**config.mk**
```make
export PLATFORM = sky130hd
export DESIGN_NAME = hsl_to_rgb565
export DESIGN_NICKNAME = d
export VERILOG_FILES = /design/src/h2r_pkg.sv /design/src/h2r_recip.sv /design/src/hsl_to_rgb565.sv
export SDC_FILE = /design/constraint.sdc
export NUM_CORES = 2
export LEC_CHECK = 0
export ABC_CLOCK_PERIOD_IN_PS = 6300
export BUFFER_PORTS_ARGS = -buffer_cell sky130_fd_sc_hd__buf_4
export CAP_MARGIN = 20
export CORE_ASPECT_RATIO = 0.9
export CORE_MARGIN = 3
export CORE_UTILIZATION = 40
export DETAILED_ROUTE_END_ITERATION = 16
export GPL_TIMING_DRIVEN = 0
export SETUP_SLACK_MARGIN = 0.05
export SYNTH_ARGS = -nofsm -noshare
export SYNTH_HDL_FRONTEND = slang
export SYNTH_SLANG_ARGS = --single-unit
```
**constraint.sdc**
```tcl
create_clock -name i_clk -period 6.3 [get_ports i_clk]
set_clock_uncertainty 0.1 [all_clocks]
set_input_delay 0.945 -clock i_clk [delete_from_list [all_inputs] [get_ports i_clk]]
set_output_delay 0.945 -clock i_clk [all_outputs]
set_load 0.02 [all_outputs]
```
**src/h2r_pkg.sv**
```systemverilog
// h2r_pkg: shared types and constants for the HSL to RGB565 converter.
// Used by h2r_recip and hsl_to_rgb565. No dependencies.
`default_nettype none

package h2r_pkg;

    // Hue handling
    localparam int unsigned HUE_W     = 9;
    localparam logic [8:0]  HUE_FULL  = 9'd360;
    localparam logic [8:0]  HUE_TWO3  = 9'd240;
    localparam logic [8:0]  HUE_THIRD = 9'd120;
    localparam logic [8:0]  HUE_SEXT  = 9'd60;
    localparam logic [8:0]  HUE_SEXT3 = 9'd180;
    localparam logic [8:0]  HUE_SEXT5 = 9'd300;

    // Fixed point: all terms in units of 1/(2*255*255*60)
    localparam int unsigned BYTE_W    = 8;
    localparam logic [8:0]  HALF_PT   = 9'd255;     // compare point for 2*l
    localparam logic [8:0]  FULL_PT   = 9'd510;
    localparam logic [14:0] SCALE_DIV = 15'd30600;  // one channel LSB
    localparam int unsigned DS_W      = 16;         // d*s
    localparam int unsigned TERM_W    = 23;         // c, x, base terms
    localparam logic [6:0]  C_MULT    = 7'd120;
    localparam logic [6:0]  M_MULT    = 7'd60;
    localparam int unsigned T_W       = 6;          // secondary weight 0..60

    // Channel sum and its division by SCALE_DIV (exact reciprocal multiply)
    localparam int unsigned NUM_W       = 24;
    localparam int unsigned QUOT_W      = 10;
    localparam int unsigned RECIP_SHIFT = 39;       // NUM_W + ceil(log2(SCALE_DIV))
    localparam int unsigned RECIP_W     = 25;
    localparam logic [RECIP_W-1:0] RECIP_K = RECIP_W'(
        ((64'd1 << RECIP_SHIFT) + 64'(SCALE_DIV) - 64'd1) / 64'(SCALE_DIV));
    localparam int unsigned PROD_W      = NUM_W + RECIP_W;
    localparam logic [QUOT_W-1:0] BYTE_MAX = QUOT_W'(255);

    localparam int unsigned RGB_W = 16;

    // 60-degree hue sectors
    typedef enum logic [2:0] {
        SEC_RED_YEL = 3'd0,
        SEC_YEL_GRN = 3'd1,
        SEC_GRN_CYN = 3'd2,
        SEC_CYN_BLU = 3'd3,
        SEC_BLU_MAG = 3'd4,
        SEC_MAG_RED = 3'd5
    } t_sector;

endpackage

`default_nettype wire

```
**src/h2r_recip.sv**
```systemverilog
// h2r_recip: one pipeline stage that divides a channel sum by SCALE_DIV.
// Exact floor division by reciprocal multiply; depends on h2r_pkg.
`default_nettype none

module h2r_recip (
    input  wire logic                         i_clk,
    input  wire logic                         i_en,
    input  wire logic [h2r_pkg::NUM_W-1:0]    i_num,
    output logic      [h2r_pkg::QUOT_W-1:0]   o_quot
);
    import h2r_pkg::*;

    logic [PROD_W-1:0] n_prod;
    logic [QUOT_W-1:0] r_quot;

    // floor(n*K / 2^SHIFT) == floor(n / SCALE_DIV) for all n < 2^NUM_W
    assign n_prod = PROD_W'(i_num) * PROD_W'(RECIP_K);

    always_ff @(posedge i_clk) begin
        if (i_en) begin
            r_quot <= n_prod[RECIP_SHIFT +: QUOT_W];
        end
    end

    assign o_quot = r_quot;

endmodule

`default_nettype wire

```
**src/hsl_to_rgb565.sv**
```systemverilog
// hsl_to_rgb565: pipelined HSL (degrees, 8-bit S and L) to RGB565 converter.
// Depends on h2r_pkg and h2r_recip.
`default_nettype none

// Channel   Direction  Handshake             Payload
// input     in         i_valid / o_ready     i_hue_deg[8:0], i_saturation[7:0],
//                                            i_lightness[7:0]
// output    out        o_valid / i_ready     o_rgb565[15:0]
//
// Six register stages; one color per cycle sustained while the output does not stall.
// Each stage has its own valid bit and moves when it is empty or the stage after
// it moves, so bubbles are squeezed out and a stall loses nothing.
// o_ready is low only when all six stages hold an item and i_ready is low.
// Reset (synchronous, active low) clears the valid bits; data registers are not reset.
//
// Stages:
//   1  hue wrap, sector, secondary weight t, d = 255 - |2l - 255|
//   2  d*s, l*30600
//   3  chroma term 120*ds, secondary term 2*ds*t, offset l*30600 - 60*ds
//   4  sector routing, per-channel sums
//   5  divide each sum by 30600 (reciprocal multiply, h2r_recip)
//   6  clamp to 255, pack 5-6-5 into the output register

module hsl_to_rgb565 (
    input  wire logic                       i_clk,
    input  wire logic                       i_rst_n,
    input  wire logic                       i_valid,
    output logic                            o_ready,
    input  wire logic [h2r_pkg::HUE_W-1:0]  i_hue_deg,
    input  wire logic [h2r_pkg::BYTE_W-1:0] i_saturation,
    input  wire logic [h2r_pkg::BYTE_W-1:0] i_lightness,
    output logic                            o_valid,
    input  wire logic                       i_ready,
    output logic      [h2r_pkg::RGB_W-1:0]  o_rgb565
);
    import h2r_pkg::*;

    localparam int unsigned NSTG = 6;

    // Stage control
    logic [NSTG-1:0] r_vld;
    logic [NSTG-1:0] n_vld;
    logic [NSTG-1:0] stg_rdy;

    // Stage 1
    logic [HUE_W-1:0]  s1_hw;
    logic [HUE_W-1:0]  s1_hm;
    logic [HUE_W-1:0]  s1_l2;
    logic [T_W-1:0]    n1_t;
    logic [BYTE_W-1:0] n1_d;
    t_sector           n1_sec;
    logic [T_W-1:0]    r1_t;
    logic [BYTE_W-1:0] r1_d;
    logic [BYTE_W-1:0] r1_s;
    logic [BYTE_W-1:0] r1_l;
    t_sector           r1_sec;

    // Stage 2
    logic [DS_W-1:0]   r2_ds;
    logic [TERM_W-1:0] r2_lb;
    logic [T_W-1:0]    r2_t;
    t_sector           r2_sec;

    // Stage 3
    logic [TERM_W-1:0] r3_c;
    logic [TERM_W-1:0] r3_x;
    logic [TERM_W-1:0] r3_base;
    t_sector           r3_sec;

    // Stage 4
    logic [TERM_W-1:0] n4_rc;
    logic [TERM_W-1:0] n4_gc;
    logic [TERM_W-1:0] n4_bc;
    logic [NUM_W-1:0]  r4_nr;
    logic [NUM_W-1:0]  r4_ng;
    logic [NUM_W-1:0]  r4_nb;

    // Stage 5 (inside h2r_recip)
    logic [QUOT_W-1:0] q5_r;
    logic [QUOT_W-1:0] q5_g;
    logic [QUOT_W-1:0] q5_b;

    // Stage 6
    logic [BYTE_W-1:0] n6_r;
    logic [BYTE_W-1:0] n6_g;
    logic [BYTE_W-1:0] n6_b;
    logic [RGB_W-1:0]  r_rgb;

    // ---------------------------------------------------------------
    // Flow control: a stage may load when it is empty or its own item
    // leaves in the same cycle.
    // ---------------------------------------------------------------
    always_comb begin
        stg_rdy[NSTG-1] = !r_vld[NSTG-1] || i_ready;
        for (int k = NSTG - 2; k >= 0; k--) begin
            stg_rdy[k] = !r_vld[k] || stg_rdy[k+1];
        end
    end

    always_comb begin
        n_vld = r_vld;
        if (stg_rdy[0]) begin
            n_vld[0] = i_valid;
        end
        for (int k = 1; k < NSTG; k++) begin
            if (stg_rdy[k]) begin
                n_vld[k] = r_vld[k-1];
            end
        end
    end

    always_ff @(posedge i_clk) begin
        if (!i_rst_n) begin
            r_vld <= '0;
        end else begin
            r_vld <= n_vld;
        end
    end

    assign o_ready = stg_rdy[0];
    assign o_valid = r_vld[NSTG-1];

    // ---------------------------------------------------------------
    // Stage 1: hue wrap, sector, t, d
    // ---------------------------------------------------------------
    always_comb begin
        s1_hw = (i_hue_deg >= HUE_FULL) ? (i_hue_deg - HUE_FULL) : i_hue_deg;

        if (s1_hw < HUE_SEXT) begin
            n1_sec = SEC_RED_YEL;
        end else if (s1_hw < HUE_THIRD) begin
            n1_sec = SEC_YEL_GRN;
        end else if (s1_hw < HUE_SEXT3) begin
            n1_sec = SEC_GRN_CYN;
        end else if (s1_hw < HUE_TWO3) begin
            n1_sec = SEC_CYN_BLU;
        end else if (s1_hw < HUE_SEXT5) begin
            n1_sec = SEC_BLU_MAG;
        end else begin
            n1_sec = SEC_MAG_RED;
        end

        // hue mod 120, then distance from the nearest primary
        if (s1_hw >= HUE_TWO3) begin
            s1_hm = s1_hw - HUE_TWO3;
        end else if (s1_hw >= HUE_THIRD) begin
            s1_hm = s1_hw - HUE_THIRD;
        end else begin
            s1_hm = s1_hw;
        end
        n1_t = (s1_hm >= HUE_SEXT) ? T_W'(HUE_THIRD - s1_hm) : T_W'(s1_hm);

        s1_l2 = {i_lightness, 1'b0};
        n1_d  = (s1_l2 >= HALF_PT) ? BYTE_W'(FULL_PT - s1_l2) : BYTE_W'(s1_l2);
    end

    always_ff @(posedge i_clk) begin
        if (stg_rdy[0]) begin
            r1_t   <= n1_t;
            r1_d   <= n1_d;
            r1_s   <= i_saturation;
            r1_l   <= i_lightness;
            r1_sec <= n1_sec;
        end
    end

    // ---------------------------------------------------------------
    // Stage 2: d*s and the lightness term
    // ---------------------------------------------------------------
    always_ff @(posedge i_clk) begin
        if (stg_rdy[1]) begin
            r2_ds  <= DS_W'(r1_d) * DS_W'(r1_s);
            r2_lb  <= TERM_W'(r1_l) * TERM_W'(SCALE_DIV);
            r2_t   <= r1_t;
            r2_sec <= r1_sec;
        end
    end

    // ---------------------------------------------------------------
    // Stage 3: chroma, secondary and offset terms (offset is never negative)
    // ---------------------------------------------------------------
    always_ff @(posedge i_clk) begin
        if (stg_rdy[2]) begin
            r3_c    <= TERM_W'(r2_ds) * TERM_W'(C_MULT);
            r3_x    <= (TERM_W'(r2_ds) * TERM_W'(r2_t)) << 1;
            r3_base <= r2_lb - TERM_W'(r2_ds) * TERM_W'(M_MULT);
            r3_sec  <= r2_sec;
        end
    end

    // ---------------------------------------------------------------
    // Stage 4: route c and x by sector, add the offset
    // ---------------------------------------------------------------
    always_comb begin
        unique case (r3_sec)
            SEC_RED_YEL: begin
                n4_rc = r3_c;  n4_gc = r3_x;  n4_bc = '0;
            end
            SEC_YEL_GRN: begin
                n4_rc = r3_x;  n4_gc = r3_c;  n4_bc = '0;
            end
            SEC_GRN_CYN: begin
                n4_rc = '0;    n4_gc = r3_c;  n4_bc = r3_x;
            end
            SEC_CYN_BLU: begin
                n4_rc = '0;    n4_gc = r3_x;  n4_bc = r3_c;
            end
            SEC_BLU_MAG: begin
                n4_rc = r3_x;  n4_gc = '0;    n4_bc = r3_c;
            end
            default: begin
                n4_rc = r3_c;  n4_gc = '0;    n4_bc = r3_x;
            end
        endcase
    end

    always_ff @(posedge i_clk) begin
        if (stg_rdy[3]) begin
            r4_nr <= NUM_W'(r3_base) + NUM_W'(n4_rc);
            r4_ng <= NUM_W'(r3_base) + NUM_W'(n4_gc);
            r4_nb <= NUM_W'(r3_base) + NUM_W'(n4_bc);
        end
    end

    // ---------------------------------------------------------------
    // Stage 5: channel byte = floor(sum / 30600)
    // ---------------------------------------------------------------
    h2r_recip u_recip_r (
        .i_clk  (i_clk),
        .i_en   (stg_rdy[4]),
        .i_num  (r4_nr),
        .o_quot (q5_r)
    );

    h2r_recip u_recip_g (
        .i_clk  (i_clk),
        .i_en   (stg_rdy[4]),
        .i_num  (r4_ng),
        .o_quot (q5_g)
    );

    h2r_recip u_recip_b (
        .i_clk  (i_clk),
        .i_en   (stg_rdy[4]),
        .i_num  (r4_nb),
        .o_quot (q5_b)
    );

    // ---------------------------------------------------------------
    // Stage 6: clamp and pack 5-6-5
    // ---------------------------------------------------------------
    assign n6_r = (q5_r > BYTE_MAX) ? BYTE_W'(BYTE_MAX) : BYTE_W'(q5_r);
    assign n6_g = (q5_g > BYTE_MAX) ? BYTE_W'(BYTE_MAX) : BYTE_W'(q5_g);
    assign n6_b = (q5_b > BYTE_MAX) ? BYTE_W'(BYTE_MAX) : BYTE_W'(q5_b);

    always_ff @(posedge i_clk) begin
        if (stg_rdy[5]) begin
            r_rgb <= {n6_r[7:3], n6_g[7:2], n6_b[7:3]};
        end
    end

    assign o_rgb565 = r_rgb;

    // ---------------------------------------------------------------
    // Assertions
    // ---------------------------------------------------------------
    // Input side blocks only with a completely full pipeline
    a_full_when_blocked: assert property (@(posedge i_clk) disable iff (!i_rst_n)
        !o_ready |-> (&r_vld))
        else $error("input blocked while pipeline has a free stage");

    // An input transfer always lands in stage 1
    a_enter_stage1: assert property (@(posedge i_clk) disable iff (!i_rst_n)
        (i_valid && o_ready) |=> r_vld[0])
        else $error("accepted item did not enter stage 1");

    // Exact arithmetic never exceeds a full byte
    a_no_overflow: assert property (@(posedge i_clk) disable iff (!i_rst_n)
        r_vld[4] |-> (q5_r <= BYTE_MAX && q5_g <= BYTE_MAX && q5_b <= BYTE_MAX))
        else $error("channel quotient above 255");

endmodule

`default_nettype wire
```
==> impl_metrics.json <==
{
  "num_vias": 26300,
  "clock.fmax_mhz": 165,
  "gp_congestion": 0.884,
  "timing.rr.end": "u_recip_g.o_quot[8]",
  "syn_avg_cell_area_um2": 10.6,
  "wl_per_cell_um": 15.6,
  "antenna_found_initial": 0,
  "final_common_cell": "ha_1",
  "tritoncts": "yes",
  "worst_r2r_path_depth": 18,
  "cts-buffers-inserted": 28,
  "reg2reg_setup_slack_ps": 250,
  "h-tree-depth": 1,
  "worstPathArrival_ps": 6260,
  "core_area_um2": 100000,
  "worst_slew_pin_slew_ps": 848,
  "slew_violations": 0,
  "hold_buffers": 0,
  "clock-root-buffer": "clkbuf_16",
  "clockBufferDepth": 3,
  "die_x_um": 341,
  "synth_cells": 3828,
  "rsz0062_at_grt": "yes",
  "layout-drive-gt1-share": 0.0729,
  "whs_endpoint": "r2_t[3]",
  "drt_iter0_drc": 1054,
  "hold_path_startpoint": "r1_t[3]",
  "grt_max_degree": 48,
  "die_area_um2": 105000,
  "grt_pass1_vias": 27000,
  "finalCriticalPeriod_ps": 6050,
  "syn2layout_area_growth_pct": 10.0,
  "startpoint_type": "flop",
  "synth_edf_count": 243,
  "setup_tns_ps": 0,
  "route.detailed.drc": 0,
  "ant_nets": 0,
  "path_clk_slew_ps": 60,
  "antenna_cells": 0,
  "min_path_type": "flop to flop",
  "portBuffers": 44,
  "hpwl_um": 71300,
  "worstPathMaxFanout": 4,
  "clock_latency_ps": 610,
  "track_usage": 0.163,
  "nNetsFinal": 5465,
  "synth.net_count": 5294,
  "r2r-start": "r4_ng[16]",
  "yosys_warnings": 0,
  "min_path_cells": 0,
  "endpoint_kind": "flop",
  "grt_pass1_wl_um": 139000,
  "hold_violations": 0,
  "async_flop_share": 0,
  "routed_via_density": 4.90,
  "final.period_utilization": 0.960,
  "start_util": 0.404,
  "slew_headroom": 0.432,
  "pin_count": 47,
  "overflow": 0,
  "wirelength_um": 83800,
  "rows": 110,
  "die_y_um": 308,
  "cap_violations": 0,
  "dr.pass1.iters": 5,
  "ys_seq_elements": 249,
  "netlist_area_um2": 40500,
  "path_class": "flop to flop",
  "ys.flop_type": "edfxtp_1",
  "yosysUniqueCellTypes": 88,
  "cp_data_required_time_ps": 6520,
  "finalSetupViolCount": 0,
  "layout_common_cells": "ha_1, inv_1, fa_1",
  "clock_sinks": 249,
  "outcome": "complete, no violations",
  "synth-seq-area-share": 0.183
}
## metrics by stage
| stage | std cells | area [um2] | hold WS, ps | utilization | setup slack [ps] |
|---|---|---|---|---|---|
| after global routing | 5363 | 44500 | 331 | 0.444 | 10.0 |
| after detailed placement | 5221 | 42600 | 305 | 0.425 | -645 |
| final | 5363 | 44500 | 320 | 0.444 | 255 |
| after global placement | 5216 | 42500 | 303 | 0.424 | -618 |
| after floorplan | 3828 | 40500 | 300 | - | 250 |
| after CTS | 5320 | 44000 | 323 | 0.439 | 51.3 |
## registers in the layout, indices dropped and copies added, names as in the netlist, 6 cells and up
register / flops
r4_nr: 22
r4_ng: 22
r2_t: 6
r1_t: 6
r2_lb: 20
u_recip_g.o_quot: 8
r1_s: 8
r3_c: 19
u_recip_b.o_quot: 7
r3_base: 20
r4_nb: 22
r3_x: 21
u_recip_r.o_quot: 7
r2_ds: 15
r1_l: 8
r_vld: 6
r1_d: 7
o_rgb565: 16
## metal layers
layer | track usage | part of all wire | vias up
li1 | - | - | 13100
met1 | 0.236 | 0.50 | 12800
met2 | 0.268 | 0.46 | 291
met3 | 0.0140 | 0.026 | 74
met4 | 0.0306 | 0.020 | 0
met5 | 0 | 0 | -
## worst max path at each step
| stage | start | endpoint | slack (ps) | cells after the start |
|---|---|---|---|---|
| after floorplan | r4_ng[7] | u_recip_g.o_quot[8] | 250 | 22 |
| after global placement | r4_nb[7] | u_recip_b.o_quot[9] | -620 | 22 |
| after detailed placement | r4_nr[7] | u_recip_r.o_quot[8] | -640 | 22 |
| after CTS | r4_nr[19] | u_recip_r.o_quot[8] | 50 | 17 |
| after global routing | r4_ng[7] | u_recip_g.o_quot[8] | 10 | 22 |
| final | r4_ng[16] | u_recip_g.o_quot[8] | 250 | 18 |
## critical path: stages, from the launching register on
cell	delay (ps)
edfxtp_1	510
buf_6	190
ha_1	360
ha_4	280
fa_1	550
fa_1	450
fa_1	460
fa_1	530
fa_1	420
ha_1	290
o21ai_0	150
o21ai_0	90
o211ai_1	140
nand3_1	120
a311o_2	460
nor3_4	180
o31ai_4	100
a311oi_2	280
xnor2_1	100
## synth_stat cells (18+ instances only)
library cell	number	area, um2
a21o_1	52	390
a21oi_1	133	666
a22o_1	56	490
and2_1	64	400
and3_1	27	169
clkbuf_1	18	67.6
edfxtp_1	243	7300
fa_1	524	10500
ha_1	913	11400
inv_1	874	3280
nand2_1	179	672
nand2b_1	22	138
nand3_1	51	255
nor2_1	100	375
nor2b_1	25	156
nor3_1	37	185
o211ai_1	21	158
o21a_1	22	165
o21ai_0	84	420
or3_1	29	181
xnor2_1	97	850
xor2_1	56	490
## final cells by class
cell class,count,area [um2]
clock buffers,32,716
inverters,876,3290
clock inverters,18,214
fillers,9534,55700
flip-flops and latches,249,7420
multi-input cells,2681,30000
plain buffers,22,103
well taps,1344,1680
repair buffers,141,1140
## kinds of logic (layout without fill, tap and decap cells)
group | count (synthesis) | count (layout) | synth area share
flip-flops | 249 | 249 | 0.183
multiplexers | 3 | 3 | 0.000896
AO/OA/AOI/OAI | 493 | 493 | 0.0835
adder cells (fa/ha/maj) | 1437 | 1437 | 0.541
buffers and inverters | 898 | 1089 | 0.0838
XOR/XNOR | 153 | 153 | 0.0331
AND/OR/NAND/NOR | 595 | 595 | 0.0739
## what timing repair did
item | 4_1_cts | 5_1_grt
setup buffers | 49 | 43
gates resized for setup | 18 | 57
endpoints found under the setup margin | 22 | 21
pin swaps | 4 | 32
endpoints found under the hold margin | 0 | 0
Power is not shown: default switching activity piles up to over one toggle a cycle in this logic, so the estimate is an artifact.
